<file path="src/swm_pkg.sv">
// ----------------------------------------------------------------------------
// swm_pkg: shared types and constants of the sliding window maximum
// Holds the control structs that pass between the cell row, the front
// selector and the top level, the register port width and the group size.
// ----------------------------------------------------------------------------
package swm_pkg;

	// Width of the window_size configuration register.
	localparam int CFG_BITS = 7;

	// Lanes that the front selector examines per group in its first stage.
	localparam int GROUP_LANES = 8;

	// Control broadcast to every cell of the row.
	typedef struct packed {
		logic shift;  // an item is accepted: every cell takes its neighbour's entry
		logic flush;  // the previous item ended an array: drop all live entries
	} swm_ctrl_t;

	// Item tag that travels alongside the state through the selector stages.
	typedef struct packed {
		logic valid;  // this item produces a result
		logic last;   // the result closes an array
	} swm_stage_t;

endpackage

</file>
<file path="src/swm_cell.sv">
// ----------------------------------------------------------------------------
// swm_cell: one slot of the sample shift row
// Holds one sample and whether it is still a candidate for the maximum.
// ----------------------------------------------------------------------------
module swm_cell #(
	parameter int SAMPLE_BITS = 32
) (
	input  logic                          clk,
	input  logic                          arst_n,
	input  swm_pkg::swm_ctrl_t            ctrl,
	input  logic signed [SAMPLE_BITS-1:0] sample,
	input  logic                          fresh,
	input  logic                          in_window,
	input  logic                          prev_alive,
	input  logic signed [SAMPLE_BITS-1:0] prev_value,
	output logic                          alive,
	output logic signed [SAMPLE_BITS-1:0] value
);
	import swm_pkg::*;

	logic                          alive_q;
	logic signed [SAMPLE_BITS-1:0] value_q;
	logic                          keep;

	// An older entry survives only if it is still inside the window and
	// strictly greater than the arriving sample.
	assign keep = fresh || (prev_alive && in_window && !ctrl.flush && (prev_value > sample));

	always_ff @(posedge clk or negedge arst_n) begin
		if (!arst_n) begin
			alive_q <= 1'b0;
		end else if (ctrl.shift) begin
			alive_q <= keep;
		end
	end

	always_ff @(posedge clk) begin
		if (ctrl.shift) begin
			value_q <= prev_value;
		end
	end

	assign alive = alive_q;
	assign value = value_q;
endmodule

</file>
<file path="config.mk">
export PLATFORM = sky130hd
export DESIGN_NAME = swm_cell
export DESIGN_NICKNAME = d
export VERILOG_FILES = /design/src/swm_pkg.sv /design/src/swm_cell.sv
export SDC_FILE = /design/constraint.sdc
export NUM_CORES = 1
export LEC_CHECK = 0
export BUFFER_PORTS_ARGS = -buffer_cell sky130_fd_sc_hd__buf_4
export CORE_ASPECT_RATIO = 1.75
export CORE_MARGIN = 2
export CORE_UTILIZATION = 40
export CTS_CLUSTER_SIZE = 8
export DETAILED_ROUTE_END_ITERATION = 10
export PLACE_DENSITY = 0.73
export SKIP_CTS_REPAIR_TIMING = 1
export SLEW_MARGIN = 20
export SYNTH_ARGS = -nofsm -noshare
export SYNTH_HDL_FRONTEND = slang
export SYNTH_SLANG_ARGS = --single-unit
</file>
<file path="constraint.sdc">
create_clock -name clk -period 1 [get_ports clk]
set_input_delay 0.1 -clock clk [delete_from_list [all_inputs] [get_ports clk]]
set_output_delay 0.1 -clock clk [all_outputs]
set_load 0.05 [all_outputs]
</file>
==> impl_metrics.py, run 1 <==
metrics = {
    "worst_setup_path": {
        "crit_start": "sample[28]",
        "critPathLaunchType": "primary input",
        "reg2regPathDepth": 5,
        "reg2reg_setup_slack_ps": -340,
        "cp.depth": 9,
        "crit_chain": "buf_4, inv_2, ha_4, nand4_4, or4_4, o31ai_4, nor2_1, a22oi_1, nand2_1",
        "cp_slowest_cell": "or4_4",
        "cpPeakStageDelay_ps": 560,
        "crit_path_end": "alive",
        "path_buf_inv": 2,
        "crit_path_end_kind": "flip-flop",
        "crit_family": "simple AND/OR/NAND/NOR gates",
        "cp_max_fo": 3,
        "reg2reg_to": "alive",
        "r2r-start": "alive",
        "worstPathArrival_ps": 1760,
        "cp.required_ps": 1160,
        "critPathKind": "in -> reg",
    },
    "timing": {
        "hold_ws_ps": 8.53,
        "tightest_slew_ps": 366,
        "slew_headroom": 0.754,
        "period_needed_ps": 1600,
        "fmax_mhz": 624,
        "drv_slew": 0,
        "fin_skew_ps": 0,
        "tns_ps": -601,
        "rsz0062_at_grt": "yes",
        "hold_violations": 0,
        "finalCritPeriodShare": 1.60,
        "setup_viol": 1,
        "setup_ws_ps": -601,
    },
    "detailed_routing": {
        "routed_wl_um": 4800,
        "drt_first_pass_iters": 4,
        "wire_per_inst_um": 14.1,
        "viasPerCell": 4.94,
        "vias": 1673,
        "postRouteAntennaNets": 0,
        "drtIter0Drc": 20,
        "route.detailed.drc": 0,
    },
    "synth": {
        "syn-cell-area_um2": 1860,
        "synth_seq_cells": 33,
        "synth-seq-area-share": 0.531,
        "synth_flop_cell": "edfxtp_1",
        "ys_warn_count": 0,
        "ys_types": 26,
        "synth_edf_count": 32,
        "synthCells": 156,
        "async_flop_share": 0.0303,
        "syn_nets": 259,
        "syn_avg_cell_area_um2": 11.9,
    },
    "power": {
        "powerDensity_nw_per_um2": 1260,
        "leakagePower_nw": 1.49,
        "ir_drop_uv": 1010,
    },
    "place": {
        "dp_slack_ps": -930,
        "port_buffers": 103,
        "place.detailed.hpwl_um": 3940,
        "placed_area_um2": 2890,
        "gp_routability_congestion": 0.744,
    },
    "final_layout": {
        "syn_to_final_growth_pct": 71.0,
        "fin_util": 0.714,
        "num_antenna_cells": 0,
        "finalInstanceArea_um2": 3170,
        "most-common-layout-cells": "buf_4 (112), edfxtp_1 (32), inv_1 (22), ha_1 (20), a21oi_1 (15)",
        "final_common_cell": "buf_4",
        "nets": 390,
        "drive_gt1_frac": 0.531,
    },
    "die": {
        "core_um2": 4440,
        "die_h_um": 94.1,
        "die-area_um2": 5220,
        "dieWidth_um": 55.5,
        "boundaryPins": 104,
        "start_util": 0.418,
        "row_count": 32,
    },
    "global_route": {
        "first_global_vias": 1821,
        "grt_pass1_wl_um": 7370,
        "grt_overflow_total": 0,
        "grtUsageTotal": 0.179,
        "grt_max_degree": 14,
        "antenna_found_initial": 0,
    },
    "cts": {
        "cts_max_path_buffers": 2,
        "numClockSinks": 33,
        "cts_root_buf": "clkbuf_8",
        "cts_buffers": 5,
        "clk_pin_slew_worst_paths_ps": 70,
        "cts_tree": "done",
        "clock_latency_ps": 270,
        "cts_max_level": 2,
    },
    "flow_run": {
        "max_cap_viol_count": 0,
    },
    "worst_hold_path": {
        "hp-class": "in -> reg",
    },
    "status": {
        "violations": "negative setup slack",
        "run_status": "complete, but fails checks",
    },
}
## cell usage after synthesis, types with 2 or more instances
cell,count,area [um2]
a22oi_1,2,15.0
edfxtp_1,32,961
and4_1,3,26.3
nand3_1,4,20.0
a21oi_1,15,75.1
nand4_1,4,25.0
nand2_1,6,22.5
nor2b_1,2,12.5
nor2_1,4,15.0
nor3_1,2,10.0
ha_1,32,400
inv_1,33,124
o21ai_0,4,20.0
## metal layers
metal  vias up  GRT usage  share of wire
li1        828          -              -
met1       761      0.151           0.33
met2        79      0.384           0.60
met3         5     0.0537          0.070
met4         0     0.0427         0.0083
met5         -          0              0
## registers in the layout, indices dropped and copies added (netlist names)
register and flops:
alive 1, value 32
## where the power goes
group / switching (W) / total [W] / internal, W
sequential: 0.0000285 / 0.00167 / 0.00164
combinational: 0.000734 / 0.00131 / 0.000573
clock: 0.000450 / 0.00101 / 0.000561
total: 0.00121 / 0.00398 / 0.00277
## worst min-delay path by stage
stage	start	end	slack (ps)	cells past startpoint
6_report	prev_value[6]	value[6]	9	1
5_1_grt	prev_value[0]	value[0]	0.8	1
4_1_cts	arst_n	alive	-410	1
3_5_place_dp	arst_n	alive	-120	1
3_3_place_gp	arst_n	alive	-120	1
2_1_floorplan	arst_n	alive	-200	0
## area by class of cell
cell class                 instances  area [um2]
fill                             330        1270
clock buffer                       8        90.1
timing repair buffer             124         971
sequential                        33         986
multi-input combinational         90         925
inverter                          33         139
tap                               51        63.8
## through the flow
step / std cells / power [W]
floorplan: 156 / 0.00234
global placement: 326 / 0.00290
detailed placement: 326 / 0.00292
CTS: 334 / 0.00394
global route: 339 / 0.00416
finish: 339 / 0.00398
## kinds of logic after synthesis
logic type / after synthesis / share of synthesized area
buffers and inverters: 33 / 0.0667
AND/OR/NAND/NOR: 30 / 0.0930
AO/OA/AOI/OAI: 28 / 0.0937
flip-flops: 33 / 0.531
adder cells (fa/ha/maj): 32 / 0.216
## worst register-to-register path, stage by stage (launching register included)
cell     delay (ps)
dfrtp_1         350
nor2_1           60
nor3_1          330
o31ai_4         140
o32a_1          340
nand2_1          60
Power figures use the tool's default switching activity.
==> run 2, diff against run 1 <==
Settings changed: CORE_ASPECT_RATIO 1.75 to 0.7.
==> run 2 against run 1 <==
Effect of this change:
- the run still ends with negative setup slack left
- maximum frequency about the same
- register-to-register slack worse by 180 ps
- global-route usage up 1.4 points
- setup slack worse by 0.86 ps
- largest cell class is now buffers
==> impl_metrics.py, run 2 (synthesized netlist as in run 1, its figures left out) <==
metrics = {
    "final_layout": {
        "fill_cells": 306,
        "nets": 409,
        "drive_gt1_frac": 0.502,
        "num_antenna_cells": 0,
        "syn_to_final_growth_pct": 84.0,
        "largest_register_ffs": 32,
        "final_common_cell": "buf_4",
        "most-common-layout-cells": "buf_4 (105), edfxtp_1 (32), dlygate4sd3_1 (23), inv_1 (21), ha_1 (19)",
    },
    "timing": {
        "hold_violations": 0,
        "tightest_slew_ps": 409,
        "tns_ps": -602,
        "finalCritPeriodShare": 1.60,
        "slew_headroom": 0.725,
        "setup_viol": 1,
        "rsz0062_at_grt": "yes",
        "setup_ws_ps": -602,
        "fmax_mhz": 624,
        "fin_skew_ps": 0,
        "period_needed_ps": 1600,
        "drv_slew": 0,
        "hold_ws_ps": 4.77,
    },
    "die": {
        "dieWidth_um": 85.4,
        "row_count": 20,
        "die-area_um2": 5210,
        "start_util": 0.422,
        "die_h_um": 61.0,
        "boundaryPins": 104,
        "core_um2": 4400,
    },
    "cts": {
        "numClockSinks": 33,
        "cts_buffers": 5,
        "clk_pin_slew_worst_paths_ps": 60,
        "cts_tree": "done",
        "cts_max_path_buffers": 2,
        "cts_max_level": 2,
        "cts_root_buf": "clkbuf_8",
        "clock_latency_ps": 280,
    },
    "place": {
        "gp_routability_congestion": 0.746,
        "port_buffers": 103,
        "place.detailed.hpwl_um": 3840,
    },
    "flow_run": {
        "max_cap_viol_count": 0,
    },
    "worst_hold_path": {
        "worstHoldEndpoint": "value[18]",
        "hp-class": "in -> reg",
        "hold_depth": 1,
        "hold_start": "prev_value[18]",
    },
    "worst_setup_path": {
        "critPathKind": "in -> reg",
        "worstPathArrival_ps": 1770,
        "crit_path_end_kind": "flip-flop",
        "cp_max_fo": 3,
        "reg2reg_to": "alive",
        "reg2regPathDepth": 6,
        "critPathLaunchType": "primary input",
        "r2r-start": "alive",
        "cp.required_ps": 1170,
        "reg2reg_setup_slack_ps": -520,
    },
    "detailed_routing": {
        "routed_wl_um": 5140,
        "drtIter0Drc": 36,
        "route.detailed.drc": 0,
        "drt_first_pass_iters": 4,
        "vias": 1758,
        "postRouteAntennaNets": 0,
        "viasPerCell": 4.86,
        "wire_per_inst_um": 14.2,
    },
    "power": {
        "ir_drop_uv": 944,
        "leakagePower_nw": 1.57,
        "powerDensity_nw_per_um2": 1180,
    },
    "global_route": {
        "first_global_vias": 1667,
        "grtUsageTotal": 0.194,
        "antenna_found_initial": 0,
        "grt_max_degree": 33,
        "grt_overflow_total": 0,
        "grt_pass1_wl_um": 7580,
    },
    "status": {
        "violations": "negative setup slack",
        "run_status": "complete, but fails checks",
    },
}
## run 2: through the flow
| step | total power [W] | std cells | setup slack [ps] | area, um2 | utilization |
|---|---|---|---|---|---|
| after CTS | 0.00388 | 337 | -666 | 2980 | 0.677 |
| after detailed placement | 0.00291 | 329 | -933 | 2900 | 0.659 |
| final | 0.00403 | 362 | -602 | 3420 | 0.776 |
| after global placement | 0.00289 | 329 | -850 | 2900 | 0.659 |
| after floorplan | 0.00234 | 156 | -676 | 1930 | - |
| after global routing | 0.00423 | 362 | -664 | 3420 | 0.776 |
## run 2: area by class of cell
cell class,count,area [um2],share of cell area
Timing Repair Buffer,143,1200,0.352
Tap cell,55,68.8,0.0201
Clock buffer,8,80.1,0.0234
Inverter,33,141,0.0414
Sequential cell,33,986,0.289
Multi-Input combinational cell,90,937,0.274
## run 2: worst max path at each step
stage	start	endpoint	cells after the start	slack [ps]
6_report	prev_value[22]	alive	8	-600
5_1_grt	prev_value[22]	alive	8	-660
4_1_cts	prev_value[18]	alive	8	-670
3_5_place_dp	prev_value[18]	alive	8	-930
3_3_place_gp	prev_value[18]	alive	8	-850
2_1_floorplan	sample[26]	alive	8	-680
## run 2: worst max-delay path: stages
cell	delay [ps]
buf_4	120
ha_4	260
nand4_1	140
or4_4	530
o31ai_4	270
buf_4	150
o32a_1	150
nand2_1	50
## run 2: metal layers
layer	vias up	global-route usage	wire length, um
met5	-	0	0
met4	0	0.0612	61
met3	7	0.0844	511
met2	70	0.317	2470
met1	809	0.236	2090
li1	872	-	-
## run 2: power by group
group	leakage, nW	internal [W]	switching, W
logic	1.21	0.000632	0.000749
clock network	0.0395	0.000494	0.000483
registers	0.324	0.00164	0.0000311
total	1.57	0.00276	0.00126
==> run 3, diff against run 2 <==
Settings changed: SKIP_CTS_REPAIR_TIMING 1 to unset.
==> run 3 against run 2 <==
Effect of this change:
- the flow still finishes with violations (negative setup slack)
- first-iteration DRC count up 53%
- die area stayed put
- cell area rose by 3.8%
- total power up 1.4%
- highest routed layer unchanged
==> impl_metrics.py, run 3 (synthesized netlist as in run 1, its figures left out) <==
metrics = {
    "timing": {
        "finalCritPeriodShare": 1.52,
        "tns_ps": -519,
        "slew_headroom": 0.744,
        "period_needed_ps": 1520,
        "setup_ws_ps": -519,
        "fmax_mhz": 659,
        "rsz0062_at_grt": "yes",
        "fin_skew_ps": 0,
        "setup_viol": 1,
        "hold_ws_ps": 10.1,
        "tightest_slew_ps": 381,
        "drv_slew": 0,
        "hold_violations": 0,
    },
    "worst_setup_path": {
        "crit_chain": "buf_8, ha_4, nand4_1, or4_4, o31ai_4, buf_4, o32a_1, nand2_1",
        "cp.required_ps": 1170,
        "path_buf_inv": 2,
        "critPathLaunchType": "primary input",
        "cpPeakStageDelay_ps": 530,
        "worstPathArrival_ps": 1690,
        "cp_slowest_cell": "or4_4",
        "critPathKind": "in -> reg",
        "crit_path_end_kind": "flip-flop",
        "crit_family": "simple AND/OR/NAND/NOR gates",
        "cp_max_fo": 3,
    },
    "final_layout": {
        "nets": 416,
        "syn_to_final_growth_pct": 91.0,
        "most-common-layout-cells": "buf_4 (97), edfxtp_1 (32), dlygate4sd3_1 (29), inv_1 (20)",
        "num_antenna_cells": 0,
        "largest_register_ffs": 32,
        "final_common_cell": "buf_4",
        "drive_gt1_frac": 0.506,
    },
    "detailed_routing": {
        "viasPerCell": 4.77,
        "drtIter0Drc": 55,
        "wire_per_inst_um": 14.4,
        "postRouteAntennaNets": 0,
        "vias": 1761,
        "route.detailed.drc": 0,
        "drt_first_pass_iters": 4,
        "routed_wl_um": 5300,
    },
    "cts": {
        "cts_root_buf": "clkbuf_8",
        "cts_buffers": 5,
        "numClockSinks": 33,
        "cts_tree": "done",
        "clk_pin_slew_worst_paths_ps": 60,
        "cts_max_path_buffers": 2,
        "cts_max_level": 2,
        "clock_latency_ps": 280,
    },
    "die": {
        "core_um2": 4400,
        "boundaryPins": 104,
        "die_h_um": 61.0,
        "row_count": 20,
        "start_util": 0.422,
        "dieWidth_um": 85.4,
        "die-area_um2": 5210,
    },
    "status": {
        "violations": "negative setup slack",
        "run_status": "complete, but fails checks",
    },
    "place": {
        "port_buffers": 103,
        "place.detailed.hpwl_um": 3840,
        "gp_routability_congestion": 0.746,
    },
    "global_route": {
        "antenna_found_initial": 0,
        "grt_max_degree": 33,
        "grt_pass1_wl_um": 8590,
        "grt_overflow_total": 0,
        "grtUsageTotal": 0.220,
        "first_global_vias": 1846,
    },
    "worst_hold_path": {
        "hp-class": "in -> reg",
    },
    "power": {
        "ir_drop_uv": 943,
        "powerDensity_nw_per_um2": 1150,
        "leakagePower_nw": 1.63,
    },
    "flow_run": {
        "max_cap_viol_count": 0,
    },
}
-- run 3: changes by cell type in the layout (fill, tap and decap cells not counted), moves of 2 or more --
cell | previous run | this run
a21oi_1 | 15 | 13
buf_6 | 12 | 19
dlygate4sd3_1 | 23 | 29
a21oi_2 | 0 | 2
buf_4 | 105 | 97
buf_8 | 2 | 4
-- run 3: what timing repair did --
| action | in CTS | in global routing |
|---|---|---|
| resized for setup | 40 | 13 |
| endpoints found under the hold margin | 25 | 4 |
| pin swaps | 19 | 3 |
| gates cloned | 0 | 0 |
| endpoints found under the setup margin | 1 | 2 |
| hold buffers | 25 | 4 |
| buffers inserted | 2 | 1 |
-- run 3: where the power goes --
part	leakage [nW]	internal, W	total [W]	switching [W]
registers	0.324	0.00164	0.00167	0.0000322
logic	1.26	0.000673	0.00144	0.000763
clock network	0.0395	0.000494	0.000977	0.000482
-- run 3: per-layer routing --
layer  GRT usage  share of wire
met3      0.0776          0.085
met1       0.254           0.42
met4      0.0635          0.012
met2       0.395           0.48
met5           0              0
-- run 3: layout make-up --
type	instances	area, um2
fillers	279	857
clock buffers	8	80.1
multi-input cells	90	958
repair buffers	150	1310
well taps	55	68.8
flip-flops and latches	33	986
inverters	33	141
-- run 3: final timing paths --
check                               startpoint   endpoint  slack [ps]  depth (start not counted)
max in group asynchronous               arst_n      alive         790                          2
worst min-delay path            prev_value[18]  value[18]          10                          1
min in group asynchronous               arst_n      alive         130                          2
worst min register to register           alive      alive         800                          4
worst max-delay path            prev_value[23]      alive        -520                          8
worst max register to register           alive      alive        -500                          6
-- run 3: metrics by stage --
| step | cells | area [um2] | total power, W | util | worst slack, ps |
|---|---|---|---|---|---|
| 6_report | 369 | 3550 | 0.00408 | 0.805 | -519 |
| 5_1_grt | 369 | 3550 | 0.00428 | 0.805 | -560 |
| 4_1_cts | 364 | 3450 | 0.00405 | 0.783 | -552 |
| 3_5_place_dp | 329 | 2900 | 0.00291 | 0.659 | -933 |
| 3_3_place_gp | 329 | 2900 | 0.00289 | 0.659 | -850 |
| 2_1_floorplan | 156 | 1930 | 0.00234 | - | -676 |
